$ cat src/assert_macros.svh
`ifndef ASSERT_MACROS_SVH
`define ASSERT_MACROS_SVH

// same-cycle implication
`define ASSERT_IMP(lbl, ante, cons) \
	lbl: assert property (@(posedge clk) disable iff (!arst_n) (ante) |-> (cons)) \
		else $error("assertion failed");

// next-cycle implication
`define ASSERT_NEXT(lbl, ante, cons) \
	lbl: assert property (@(posedge clk) disable iff (!arst_n) (ante) |=> (cons)) \
		else $error("assertion failed");

`endif

$ cat src/mcpf_pkg.sv
package mcpf_pkg;

	localparam int NUM_CHANNELS_DEF = 42;
	localparam int PWM_TOP          = 10;
	localparam int CH_W             = 6;
	localparam int LVL_W            = 4;
	localparam int LED_W            = 42;
	localparam int RAMP_W           = 16;
	localparam int ADDR_W           = 3;
	localparam int DATA_W           = 32;

	localparam logic [RAMP_W-1:0] RAMP_RESET = 16'd25;

	localparam logic CMD_TICK = 1'b0;
	localparam logic CMD_SET  = 1'b1;

	// register index, taken from paddr[2]
	localparam logic REG_RAMP = 1'b0;

	typedef struct packed {
		logic              cmd;
		logic [CH_W-1:0]   channel;
		logic [LVL_W-1:0]  level;
		logic              immediate;
		logic [LVL_W-1:0]  phase;
		logic              ramp;
	} item_t;

endpackage

$ cat src/mcpf_if.sv
interface mcpf_req_if;
	logic                        valid;
	logic                        ready;
	logic                        cmd;
	logic [mcpf_pkg::CH_W-1:0]   channel;
	logic [mcpf_pkg::LVL_W-1:0]  level;
	logic                        immediate;

	modport source (output valid, cmd, channel, level, immediate, input ready);
	modport sink (input valid, cmd, channel, level, immediate, output ready);
endinterface

interface mcpf_rsp_if;
	logic                        valid;
	logic                        ready;
	logic [mcpf_pkg::LED_W-1:0]  led_on;

	modport source (output valid, led_on, input ready);
	modport sink (input valid, led_on, output ready);
endinterface

$ cat src/mcpf_regs.sv
module mcpf_regs (
	input  logic                               clk,
	input  logic                               arst_n,
	input  logic                               psel,
	input  logic                               penable,
	input  logic                               pwrite,
	input  logic [mcpf_pkg::ADDR_W-1:0]        paddr,
	input  logic [mcpf_pkg::DATA_W-1:0]        pwdata,
	output logic [mcpf_pkg::DATA_W-1:0]        prdata,
	output logic                               pready,
	output logic [mcpf_pkg::RAMP_W-1:0]        ramp_interval
);

	logic [mcpf_pkg::RAMP_W-1:0] ramp_q;
	logic                        sel_ramp;

	assign pready        = 1'b1;
	assign sel_ramp      = (paddr[mcpf_pkg::ADDR_W-1] == mcpf_pkg::REG_RAMP);
	assign ramp_interval = ramp_q;

	always_ff @(posedge clk or negedge arst_n) begin
		if (!arst_n) begin
			ramp_q <= mcpf_pkg::RAMP_RESET;
		end else if (psel && penable && pwrite && pready && sel_ramp) begin
			ramp_q <= pwdata[mcpf_pkg::RAMP_W-1:0];
		end
	end

	always_comb begin
		if (sel_ramp) begin
			prdata = mcpf_pkg::DATA_W'(ramp_q);
		end else begin
			prdata = '0;
		end
	end

endmodule

$ cat src/mcpf_ctrl.sv
`include "assert_macros.svh"

module mcpf_ctrl (
	input  logic                         clk,
	input  logic                         arst_n,
	input  logic                         accept,
	input  logic                         cmd,
	input  logic [mcpf_pkg::CH_W-1:0]    channel,
	input  logic [mcpf_pkg::LVL_W-1:0]   level,
	input  logic                         immediate,
	input  logic [mcpf_pkg::RAMP_W-1:0]  ramp_interval,
	output mcpf_pkg::item_t              item
);

	logic [mcpf_pkg::LVL_W-1:0]  phase_q;
	logic [mcpf_pkg::RAMP_W-1:0] cnt_q;
	logic [mcpf_pkg::LVL_W-1:0]  phase_nx;
	logic [mcpf_pkg::RAMP_W-1:0] cnt_dec;
	logic [mcpf_pkg::LVL_W-1:0]  lvl_sat;
	logic                        ramp;
	logic                        tick_acc;

	assign tick_acc = accept && (cmd == mcpf_pkg::CMD_TICK);
	assign cnt_dec  = cnt_q - mcpf_pkg::RAMP_W'(1);
	assign ramp     = (cnt_dec == '0);

	always_comb begin
		if (phase_q >= mcpf_pkg::LVL_W'(mcpf_pkg::PWM_TOP)) begin
			phase_nx = '0;
		end else begin
			phase_nx = phase_q + mcpf_pkg::LVL_W'(1);
		end
		if (level > mcpf_pkg::LVL_W'(mcpf_pkg::PWM_TOP)) begin
			lvl_sat = mcpf_pkg::LVL_W'(mcpf_pkg::PWM_TOP);
		end else begin
			lvl_sat = level;
		end
	end

	always_ff @(posedge clk or negedge arst_n) begin
		if (!arst_n) begin
			phase_q <= mcpf_pkg::LVL_W'(mcpf_pkg::PWM_TOP);
			cnt_q   <= mcpf_pkg::RAMP_RESET;
		end else if (tick_acc) begin
			phase_q <= phase_nx;
			cnt_q   <= ramp ? ramp_interval : cnt_dec;
		end
	end

	always_comb begin
		item.cmd       = cmd;
		item.channel   = channel;
		item.level     = lvl_sat;
		item.immediate = immediate;
		item.phase     = phase_nx;
		item.ramp      = ramp;
	end

	`ASSERT_IMP(a_phase_range, 1'b1, phase_q <= mcpf_pkg::LVL_W'(mcpf_pkg::PWM_TOP))
	`ASSERT_NEXT(a_reload, tick_acc && (cnt_q == mcpf_pkg::RAMP_W'(1)), cnt_q == $past(ramp_interval))

endmodule

$ cat src/mcpf_cell.sv
`include "assert_macros.svh"

module mcpf_cell #(
	parameter int NUM_CHANNELS = mcpf_pkg::NUM_CHANNELS_DEF,
	parameter int IDX          = 0
) (
	input  logic                     clk,
	input  logic                     arst_n,
	input  logic                     up_valid,
	input  mcpf_pkg::item_t          up_item,
	input  logic [NUM_CHANNELS-1:0]  up_bits,
	output logic                     up_ready,
	output logic                     dn_valid,
	output mcpf_pkg::item_t          dn_item,
	output logic [NUM_CHANNELS-1:0]  dn_bits,
	input  logic                     dn_ready
);

	logic                        v_q;
	mcpf_pkg::item_t             item_q;
	logic [NUM_CHANNELS-1:0]     bits_q;
	logic [NUM_CHANNELS-1:0]     bits_nx;
	logic [mcpf_pkg::LVL_W-1:0]  tgt_q;
	logic [mcpf_pkg::LVL_W-1:0]  cur_q;
	logic                        ld;
	logic                        hit;

	assign up_ready = !v_q || dn_ready;
	assign ld       = up_valid && up_ready;
	assign hit      = (up_item.cmd == mcpf_pkg::CMD_SET) &&
	                  (up_item.channel == mcpf_pkg::CH_W'(IDX));
	assign dn_valid = v_q;
	assign dn_item  = item_q;
	assign dn_bits  = bits_q;

	always_comb begin
		bits_nx      = up_bits;
		bits_nx[IDX] = (up_item.phase < cur_q);
	end

	always_ff @(posedge clk or negedge arst_n) begin
		if (!arst_n) begin
			v_q <= 1'b0;
		end else if (up_ready) begin
			v_q <= up_valid;
		end
	end

	always_ff @(posedge clk) begin
		if (ld) begin
			item_q <= up_item;
			bits_q <= bits_nx;
		end
	end

	// channel levels
	always_ff @(posedge clk or negedge arst_n) begin
		if (!arst_n) begin
			tgt_q <= '0;
			cur_q <= '0;
		end else if (ld) begin
			if (hit) begin
				tgt_q <= up_item.level;
				if (up_item.immediate) begin
					cur_q <= up_item.level;
				end
			end else if ((up_item.cmd == mcpf_pkg::CMD_TICK) && up_item.ramp) begin
				if (tgt_q > cur_q) begin
					cur_q <= cur_q + mcpf_pkg::LVL_W'(1);
				end else if (tgt_q < cur_q) begin
					cur_q <= cur_q - mcpf_pkg::LVL_W'(1);
				end
			end
		end
	end

	`ASSERT_IMP(a_cur_range, 1'b1, cur_q <= mcpf_pkg::LVL_W'(mcpf_pkg::PWM_TOP))
	`ASSERT_NEXT(a_hold, v_q && !dn_ready, v_q && $stable(item_q) && $stable(bits_q))

endmodule

$ cat src/multi_channel_pwm_fader_core.sv
// multi-channel pwm led fader
// req channel: one word per command. cmd tick advances the pwm phase
// (0..10) and the ramp countdown and yields one led_on word on rsp; cmd set
// writes a channel's target level (saturated to 10) and, with immediate,
// its current level, and yields nothing. set words for channels at or
// above NUM_CHANNELS are dropped.
// each channel is a cell in a row; while rsp does not stall, a word walks
// the row one cell per cycle, every cell applying it to its own levels and
// filling its led_on bit. throughput: one word per cycle while rsp does not
// stall. a tick accepted on req passes each cell register in turn, then the
// output register, and is presented on rsp; results leave in the order the
// ticks were taken. if rsp stalls the row keeps filling until every cell
// holds a word, then req.ready drops; nothing is lost or repeated.
// ramp_interval sits at apb address 0 and is reloaded into the countdown
// when it expires. reset clears all levels, sets the phase to 10 and the
// countdown and ramp_interval to 25; no clearing pass is needed.
module multi_channel_pwm_fader_core #(
	parameter int NUM_CHANNELS = mcpf_pkg::NUM_CHANNELS_DEF
) (
	input  logic                          clk,
	input  logic                          arst_n,
	input  logic                          psel,
	input  logic                          penable,
	input  logic                          pwrite,
	input  logic [mcpf_pkg::ADDR_W-1:0]   paddr,
	input  logic [mcpf_pkg::DATA_W-1:0]   pwdata,
	output logic [mcpf_pkg::DATA_W-1:0]   prdata,
	output logic                          pready,
	mcpf_req_if.sink                      req,
	mcpf_rsp_if.source                    rsp
);

	logic [mcpf_pkg::RAMP_W-1:0]  ramp_interval;
	mcpf_pkg::item_t              item0;
	logic                         v    [0:NUM_CHANNELS];
	logic                         rdy  [0:NUM_CHANNELS];
	mcpf_pkg::item_t              itm  [0:NUM_CHANNELS];
	logic [NUM_CHANNELS-1:0]      bits [0:NUM_CHANNELS];
	logic                         out_valid_q;
	logic [mcpf_pkg::LED_W-1:0]   led_q;

	mcpf_regs u_regs (
		.clk           (clk),
		.arst_n        (arst_n),
		.psel          (psel),
		.penable       (penable),
		.pwrite        (pwrite),
		.paddr         (paddr),
		.pwdata        (pwdata),
		.prdata        (prdata),
		.pready        (pready),
		.ramp_interval (ramp_interval)
	);

	mcpf_ctrl u_ctrl (
		.clk           (clk),
		.arst_n        (arst_n),
		.accept        (req.valid && req.ready),
		.cmd           (req.cmd),
		.channel       (req.channel),
		.level         (req.level),
		.immediate     (req.immediate),
		.ramp_interval (ramp_interval),
		.item          (item0)
	);

	assign v[0]      = req.valid;
	assign itm[0]    = item0;
	assign bits[0]   = '0;
	assign req.ready = rdy[0];

	for (genvar i = 0; i < NUM_CHANNELS; i++) begin : g_cell
		mcpf_cell #(
			.NUM_CHANNELS (NUM_CHANNELS),
			.IDX          (i)
		) u_cell (
			.clk      (clk),
			.arst_n   (arst_n),
			.up_valid (v[i]),
			.up_item  (itm[i]),
			.up_bits  (bits[i]),
			.up_ready (rdy[i]),
			.dn_valid (v[i+1]),
			.dn_item  (itm[i+1]),
			.dn_bits  (bits[i+1]),
			.dn_ready (rdy[i+1])
		);
	end

	assign rdy[NUM_CHANNELS] = !out_valid_q || rsp.ready;

	always_ff @(posedge clk or negedge arst_n) begin
		if (!arst_n) begin
			out_valid_q <= 1'b0;
		end else if (rdy[NUM_CHANNELS]) begin
			out_valid_q <= v[NUM_CHANNELS] &&
			               (itm[NUM_CHANNELS].cmd == mcpf_pkg::CMD_TICK);
		end
	end

	always_ff @(posedge clk) begin
		if (rdy[NUM_CHANNELS] && v[NUM_CHANNELS]) begin
			led_q <= mcpf_pkg::LED_W'(bits[NUM_CHANNELS]);
		end
	end

	assign rsp.valid  = out_valid_q;
	assign rsp.led_on = led_q;

endmodule
$ cat src/flat_wrapper.sv
// flat-port wrapper written by rule: the top's interface ports become plain ports
module multi_channel_pwm_fader_core_flat 
#(
	parameter int NUM_CHANNELS = mcpf_pkg::NUM_CHANNELS_DEF
)
  (clk, arst_n, psel, penable, pwrite, paddr, pwdata, prdata, pready, req_valid, req_cmd, req_channel, req_level, req_immediate, req_ready, rsp_valid, rsp_led_on, rsp_ready);
  mcpf_req_if req_i ();
  mcpf_rsp_if rsp_i ();
  input  logic clk;
  input  logic arst_n;
  input  logic psel;
  input  logic penable;
  input  logic pwrite;
  input  logic [mcpf_pkg::ADDR_W-1:0] paddr;
  input  logic [mcpf_pkg::DATA_W-1:0] pwdata;
  output logic [mcpf_pkg::DATA_W-1:0] prdata;
  output logic pready;
  input wire logic [$bits(req_i.valid)-1:0] req_valid;
  input wire logic [$bits(req_i.cmd)-1:0] req_cmd;
  input wire logic [$bits(req_i.channel)-1:0] req_channel;
  input wire logic [$bits(req_i.level)-1:0] req_level;
  input wire logic [$bits(req_i.immediate)-1:0] req_immediate;
  output wire logic [$bits(req_i.ready)-1:0] req_ready;
  output wire logic [$bits(rsp_i.valid)-1:0] rsp_valid;
  output wire logic [$bits(rsp_i.led_on)-1:0] rsp_led_on;
  input wire logic [$bits(rsp_i.ready)-1:0] rsp_ready;
  assign req_i.valid = req_valid;
  assign req_i.cmd = req_cmd;
  assign req_i.channel = req_channel;
  assign req_i.level = req_level;
  assign req_i.immediate = req_immediate;
  assign req_ready = req_i.ready;
  assign rsp_valid = rsp_i.valid;
  assign rsp_led_on = rsp_i.led_on;
  assign rsp_i.ready = rsp_ready;
  multi_channel_pwm_fader_core #(.NUM_CHANNELS(NUM_CHANNELS)) u_core (.clk(clk), .arst_n(arst_n), .psel(psel), .penable(penable), .pwrite(pwrite), .paddr(paddr), .pwdata(pwdata), .prdata(prdata), .pready(pready), .req(req_i), .rsp(rsp_i));
endmodule
$ cat config.mk
export PLATFORM = sky130hd
export DESIGN_NAME = multi_channel_pwm_fader_core_flat
export DESIGN_NICKNAME = d
export VERILOG_FILES = /design/src/mcpf_pkg.sv /design/src/mcpf_if.sv /design/src/mcpf_regs.sv /design/src/mcpf_ctrl.sv /design/src/mcpf_cell.sv /design/src/multi_channel_pwm_fader_core.sv /design/src/flat_wrapper.sv
export VERILOG_INCLUDE_DIRS = /design/src /design/src/src
export SDC_FILE = /design/constraint.sdc
export NUM_CORES = 2
export LEC_CHECK = 0
export ABC_AREA = 1
export BUFFER_PORTS_ARGS = -buffer_cell sky130_fd_sc_hd__buf_2
export CORE_MARGIN = 5
export CORE_UTILIZATION = 60
export DETAILED_ROUTE_END_ITERATION = 8
export GPL_ROUTABILITY_DRIVEN = 0
export MAX_ROUTING_LAYER = met4
export PLACE_DENSITY = 0.77
export SLEW_MARGIN = 20
export SYNTH_ARGS = -nofsm -noshare
export SYNTH_HDL_FRONTEND = slang
export SYNTH_SLANG_ARGS = --single-unit
$ cat constraint.sdc
create_clock -name clk -period 6.5 [get_ports clk]
set_input_delay 0 -clock clk [delete_from_list [all_inputs] [get_ports clk]]
set_output_delay 0 -clock clk [all_outputs]
set_load 0.1 [all_outputs]
* After elaboration in Yosys (flattened, before gate mapping)
Index checks and enable logic that the tools add are counted.
** Word-level totals
- Flip-flop bits (word level) :: 2058
** Operators by class
- Equality and inequality tests :: 83
- Multiplexer cells :: 214
- Magnitude comparators :: 128
- Bitwise gates (word level) :: 44
- Reduce and logical (&&, ||, !) cells :: 388
- Add/subtract/negate cells :: 86
** Operators by type and width (number)
- 4-bit 2-to-1 mux :: 212
- 4-bit less-than comparator :: 84
- 4-bit by 1-bit adder with 4-bit output (second input constant) :: 43
- 4-bit greater-than comparator :: 42
- 4-bit AND reduction :: 42
- 4-bit by 1-bit subtractor with 4-bit output (second input constant) :: 42
- 1-bit logical AND :: 132
- 3-bit nonzero test :: 42
- 6-bit by 5-bit == test with 1-bit output (second input constant) :: 16
- 2-bit AND reduction :: 42
- 2-bit nonzero test :: 42
- 2-bit by 1-bit != test with 1-bit output (second input constant) :: 41
- 6-bit == test (second input constant) :: 10
- 6-bit by 4-bit == test with 1-bit output (second input constant) :: 8
- 1-bit NOT :: 44
- 1-bit zero test :: 43
- 1-bit logical OR :: 43
- 16-bit 2-to-1 mux :: 2
- 6-bit by 3-bit == test with 1-bit output (second input constant) :: 4
- 16-bit zero test :: 1
- 16-bit by 1-bit subtractor with 16-bit output (second input constant) :: 1
- 6-bit by 2-bit == test with 1-bit output (second input constant) :: 2
- 6-bit by 1-bit == test with 1-bit output (second input constant) :: 1
- 6-bit zero test :: 1
- other kinds (3) :: 3

* Longest topological paths before layout
- Depth in word-level cells :: 46
- Gate-level depth with buffers :: 27
- Gate-level depth less buffers :: 27

* Hierarchy
Synthesis repeated with hierarchy kept, for this count alone.
** Second synthesis, totals
- Cell total of the unflattened synthesis :: 7041
- Area total of the unflattened synthesis :: 110656.1 sq um
** By module, submodules not included
- mcpf_cell (u_core.g_cell[21].u_cell ...) :: area each 2538.7 sq um, cells each 156, instances 7
- mcpf_cell (u_core.g_cell[17].u_cell ...) :: area each 2547.4 sq um, cells each 153, instances 6
- mcpf_cell (u_core.g_cell[10].u_cell ...) :: area each 2542.4 sq um, cells each 157, instances 4
- mcpf_cell (u_core.g_cell[11].u_cell ...) :: area each 2523.7 sq um, cells each 156, instances 4
- mcpf_cell (u_core.g_cell[1].u_cell ...) :: area each 2527.4 sq um, cells each 157, instances 3
- mcpf_cell (u_core.g_cell[13].u_cell ...) :: area each 2544.9 sq um, cells each 160, instances 2
- mcpf_cell (u_core.g_cell[29].u_cell ...) :: area each 2544.9 sq um, cells each 155, instances 2
- mcpf_cell (u_core.g_cell[19].u_cell ...) :: area each 2543.7 sq um, cells each 152, instances 2
- mcpf_cell (u_core.g_cell[36].u_cell ...) :: area each 2537.4 sq um, cells each 164, instances 2
- mcpf_cell (u_core.g_cell[23].u_cell ...) :: area each 2534.9 sq um, cells each 158, instances 2
- mcpf_cell (u_core.g_cell[16].u_cell ...) :: area each 2514.9 sq um, cells each 153, instances 2
- mcpf_cell (u_core.g_cell[35].u_cell) :: area each 2575.0 sq um, cells each 162, instances 1
- mcpf_cell (u_core.g_cell[27].u_cell) :: area each 2553.7 sq um, cells each 162, instances 1
- mcpf_cell (u_core.g_cell[2].u_cell) :: area each 2542.4 sq um, cells each 170, instances 1
- 6 more rows

* Worst setup path before layout
OpenSTA, ideal clock, no wires.
- Kind :: reg-to-reg
- Start :: register u_core.out_valid_q, in the netlist u_core.rsp.valid
- End :: register u_core.g_cell[35].u_cell.cur_q[2] (netlist bit)
- Path slack :: 1.663 ns
- Required time :: 6.417 ns
- Buffers on the path :: 0
- Library setup time :: 0.083 ns
- Stages on the path, launching flop included :: 12
- Arrival time :: 4.754 ns
- Period minus slack after synthesis :: 4.837 ns
- Path through :: dfrtp_1 > nand4_2 > nor2_4 > nand4_2 > nor2_4 > nor2_1 > nand2_1 > nor2_1 > a21oi_1 > inv_1 > o211ai_1 > o21ai_0
** On the way
- Cells in the longest elaborated chain, start to end :: 11
** Ends and longest elaborated chain
- start, declared :: RTL line multi_channel_pwm_fader_core.sv:39 : logic out_valid_q;
- start signal, assigned :: RTL line multi_channel_pwm_fader_core.sv:96 : out_valid_q <= v[NUM_CHANNELS] &&
- 1-bit zero test :: RTL line multi_channel_pwm_fader_core.sv:90 : assign rdy[NUM_CHANNELS] = !out_valid_q || rsp.ready;
- 1-bit logical OR :: RTL line multi_channel_pwm_fader_core.sv:90
- 1-bit logical OR (7 in a row) :: RTL line mcpf_cell.sv:28 : assign up_ready = !v_q || dn_ready;
- 1-bit logical AND :: RTL line mcpf_cell.sv:29 : assign ld = up_valid && up_ready;
- net u_core.g_cell[35].u_cell.ld :: RTL line mcpf_cell.sv:25 : logic ld;
- 4-bit AND reduction (no line)
- end signal, assigned :: RTL line mcpf_cell.sv:65 : cur_q <= up_item.level;
- end signal, assigned :: RTL line mcpf_cell.sv:69 : cur_q <= cur_q + mcpf_pkg::LVL_W'(1);
- end signal, assigned :: RTL line mcpf_cell.sv:71 : cur_q <= cur_q - mcpf_pkg::LVL_W'(1);
- end, declared :: RTL line mcpf_cell.sv:24 : logic [mcpf_pkg::LVL_W-1:0] cur_q;
The timed path passes the listed nets, and every way through them passes these cells.
A chain may end at the register's enable or synchronous reset.

* Worst setup path after layout
- Start :: input rsp_ready
- End :: output req_ready
** On the way
- Cells in the longest elaborated chain, start to end :: 43
** Ends and longest elaborated chain
- start, declared :: RTL line flat_wrapper.sv:26 : input wire logic [$bits(rsp_i.ready)-1:0] rsp_ready;
- 1-bit logical OR :: RTL line multi_channel_pwm_fader_core.sv:90
- 1-bit logical OR (42 in a row) :: RTL line mcpf_cell.sv:28
- end, declared :: RTL line flat_wrapper.sv:23 : output wire logic [$bits(req_i.ready)-1:0] req_ready;
No other way between the ends.

==> run_results.csv <==
group,metric,value,unit
logic_synthesis,syn_avg_cell_area,14.5,sq um
floorplan,die_y,376,um
floorplan,initial_core_util,0.603,
detailed_routing,totalWireLength,148000,um
pwr,power_density,412,nW/um^2
status,outcome,"finished, final reports clean",
clock_tree,root_buffer,"clkbuf_16",
cells_and_area,area_growth,12.5,%
sta,slew_violations,0,
logic_synthesis,ys_seq_area_frac,0.744,
critical_path,crit_type,"in2out",
sta,hold_viol,0,
cells_and_area,nFillCells,8533,
clock_tree,clock_path_buffers,3,
clock_tree,numCtsBuffers,192,
critical_path,path_delay_family,"simple AND/OR/NAND/NOR gates",
floorplan,ios,131,
sta,layout_setup_ws,0.480,ns
logic_synthesis,synth_ff_type,"edfxtp_1",
sta,timing.final.crit_share,0.926,
global_route,overflow,0,
logic_synthesis,synth_top_cell_by_area,"edfxtp_1",
critical_path,crit_buf_inv,5,
clock_tree,htree_num_levels,4,
sta,holdWs,0.131,ns
critical_path,cp_slowest_cell,"dlygate4sd3_1",
floorplan,num_rows,134,
critical_path,cp-end-kind,"primary output",
global_route,grt_pass1_vias,44700,
cells_and_area,utilization,0.678,
floorplan,core_area,133000,sq um
critical_path,r2r_slack,0.90,ns
critical_path,crit_top_cell,"nor2_4",
logic_synthesis,netlist_area,80200,sq um
placed_design,placed_area,83100,sq um
clock_tree,cts.sinks,2058,
pwr,power,37.2,mW
sta,rsz0062_at_grt,"false",
sta,setup_viol,0,
detailed_routing,drtIter0Drc,3594,
detailed_routing,drt-wirelength-per-cell,18.8,um
sta,clock_skew,0.0576,ns
floorplan,die_area,141000,sq um
cells_and_area,design_area,90200,sq um
placed_design,dp_hpwl,91500,um
floorplan,die_width,376,um
detailed_routing,via_per_inst,5.56,
critical_path,worstPathMaxFanout,34,
logic_synthesis,async_reset_ff_frac,0.202,
pwr,ir_drop,0.000311,V
sta,slew_headroom,0.290,
placed_design,dp_slack,0.974,ns
global_route,antenna_found_initial,0,
critical_path,critPathMaxStageDelay,0.56,ns
pwr,leakage,36.6,nW
placed_design,numPortBuffers,95,
logic_synthesis,synth_common_cells,"1643 x edfxtp_1, 789 x nand2_1, 730 x inv_1",
logic_synthesis,synth_edf_count,1643,
logic_synthesis,syn_inst,5551,
min_path,holdCritPathClass,"in2reg",
detailed_routing,ant_nets,0,
cells_and_area,diodes,0,
cells_and_area,nets,6390,
sta,tightest_slew,1.06,ns
critical_path,critPathLaunchType,"input port",
sta,fin_crit,6.02,ns
critical_path,worstPathRequired,6.50,ns
sta,tns,0,ns
clock_tree,cts_tree,"yes",
logic_synthesis,yosys-top-cells-area,"edfxtp_1 61%, dfrtp_1 13%, ha_1 6.0%",
job,drv_cap,0,
detailed_routing,first_pass_iters,6,
detailed_routing,vias,43600,
cells_and_area,layout-drive-gt1-share,0.0881,
sta,clock.fmax,166,MHz
clock_tree,cts_resized,0,
logic_synthesis,ys_ff_latch,2058,
critical_path,arrival,6.02,ns
global_route,grt_pass1_wl,238000,um
cells_and_area,instances_no_fill,7850,
clock_tree,clkSlewWorstSetupHoldPaths,0.06,ns
logic_synthesis,synth.most_common_cell,"edfxtp_1",
placed_design,dp.cells,7418,
global_route,grt_start_max_net_pins,142,
logic_synthesis,synth.top_cell.area_share,0.615,
detailed_routing,drc,0,
logic_synthesis,ys_warn_count,0,
global_route,grt_usage,0.218,
clock_tree,clk_latency,0.83,ns
logic_synthesis,synth.distinct_cells,61,
## kinds of logic after synthesis
family | Yosys count | synth area share
AO/OA/AOI/OAI | 847 | 0.0592
XOR/XNOR | 131 | 0.0143
adder cells (fa/ha/maj) | 424 | 0.0700
buffers and inverters | 789 | 0.0384
flip-flops | 2058 | 0.744
multiplexers | 24 | 0.00331
other | 2 | 0.0000936
AND/OR/NAND/NOR | 1276 | 0.0702
## what timing repair did
item,in CTS,in global routing
hold buffers,61,4
hold endpoints to repair,286,6
setup buffers,0,0
## metal layers
metal  up-vias  GRT usage  share of wire
met2      1361      0.379           0.53
met1     21500      0.260           0.39
met4         0     0.0832          0.035
met3       378     0.0308          0.050
li1      20400          -              -
met5         -          -              0
## final timing paths
kind                                                               start                                            end  cells after the start
setup / recovery                                               rsp_ready                                      req_ready                     26
hold / removal                                              req_level[3]   u_core.g_cell[0].u_cell.dn_item[8]$_DFFE_PN_                      3
setup reg to reg           u_core.g_cell[41].u_cell.dn_valid$_DFFE_PN0P_   u_core.g_cell[0].u_cell.dn_item[1]$_DFFE_PN_                     23
hold reg to reg            u_core.g_cell[13].u_cell.dn_bits[2]$_DFFE_PP_  u_core.g_cell[14].u_cell.dn_bits[2]$_DFFE_PP_                      0
max in group asynchronous                                         arst_n  u_core.g_cell[18].u_cell.tgt_q[3]$_DFFE_PN0P_                      4
min in group asynchronous                                         arst_n   u_core.g_cell[7].u_cell.tgt_q[3]$_DFFE_PN0P_                      4
## registers in the layout, summed over array words and instances (netlist names), 4 cells and up
signal	flops
u_core.g_cell.u_cell.dn_valid	42
u_core.g_cell.u_cell.cur_q	168
u_core.u_ctrl.phase_q	4
u_core.u_ctrl.cnt_q	16
u_core.u_regs.ramp_interval	16
u_core.g_cell.u_cell.tgt_q	168
u_core.g_cell.u_cell.dn_item	698
u_core.rsp.led_on	42
u_core.g_cell.u_cell.dn_bits	903
## worst reg2reg max path, delay by kind of cell (launching register included)
family                 cells  cell delay [ns]
buffers and inverters      1             0.33
flip-flops                 1             0.41
AND/OR/NAND/NOR           22             4.46
## power by group
group | internal [mW] | total (mW) | leakage (nW) | switching [mW]
clock | 6.25 | 11.2 | 3.09 | 4.97
sequential | 16.2 | 17.3 | 21.3 | 1.05
combinational | 3.18 | 8.71 | 12.2 | 5.53
total | 25.6 | 37.2 | 36.6 | 11.5
## final cells by class
| class | instances | area (sq um) | area share |
|---|---|---|---|
| inverters | 733 | 2750 | 0.0305 |
| flip-flops and latches | 2058 | 59700 | 0.662 |
| repair buffers | 208 | 1570 | 0.0174 |
| clock inverters | 124 | 1260 | 0.0140 |
| well taps | 1768 | 2210 | 0.0245 |
| clock buffers | 240 | 5110 | 0.0566 |
| multi-input cells | 2719 | 17600 | 0.195 |
## placed cells by master (no fill, tap or decap), drive strengths merged, types with 21 or more instances in the layout
cell / n
ha: 382
dfrtp: 407
inv: 740
dlygate4sd3: 64
o21ai: 459
nor3: 21
nand2: 790
a21o: 41
nor2: 192
clkinv: 86
xor2: 105
clkbuf: 240
nor4: 30
buf: 144
o211ai: 110
a21oi: 188
nand3: 97
edfxtp: 1643
xnor2: 26
fa: 42
nand4: 106
Note: power is estimated with default switching activity, not from simulation.
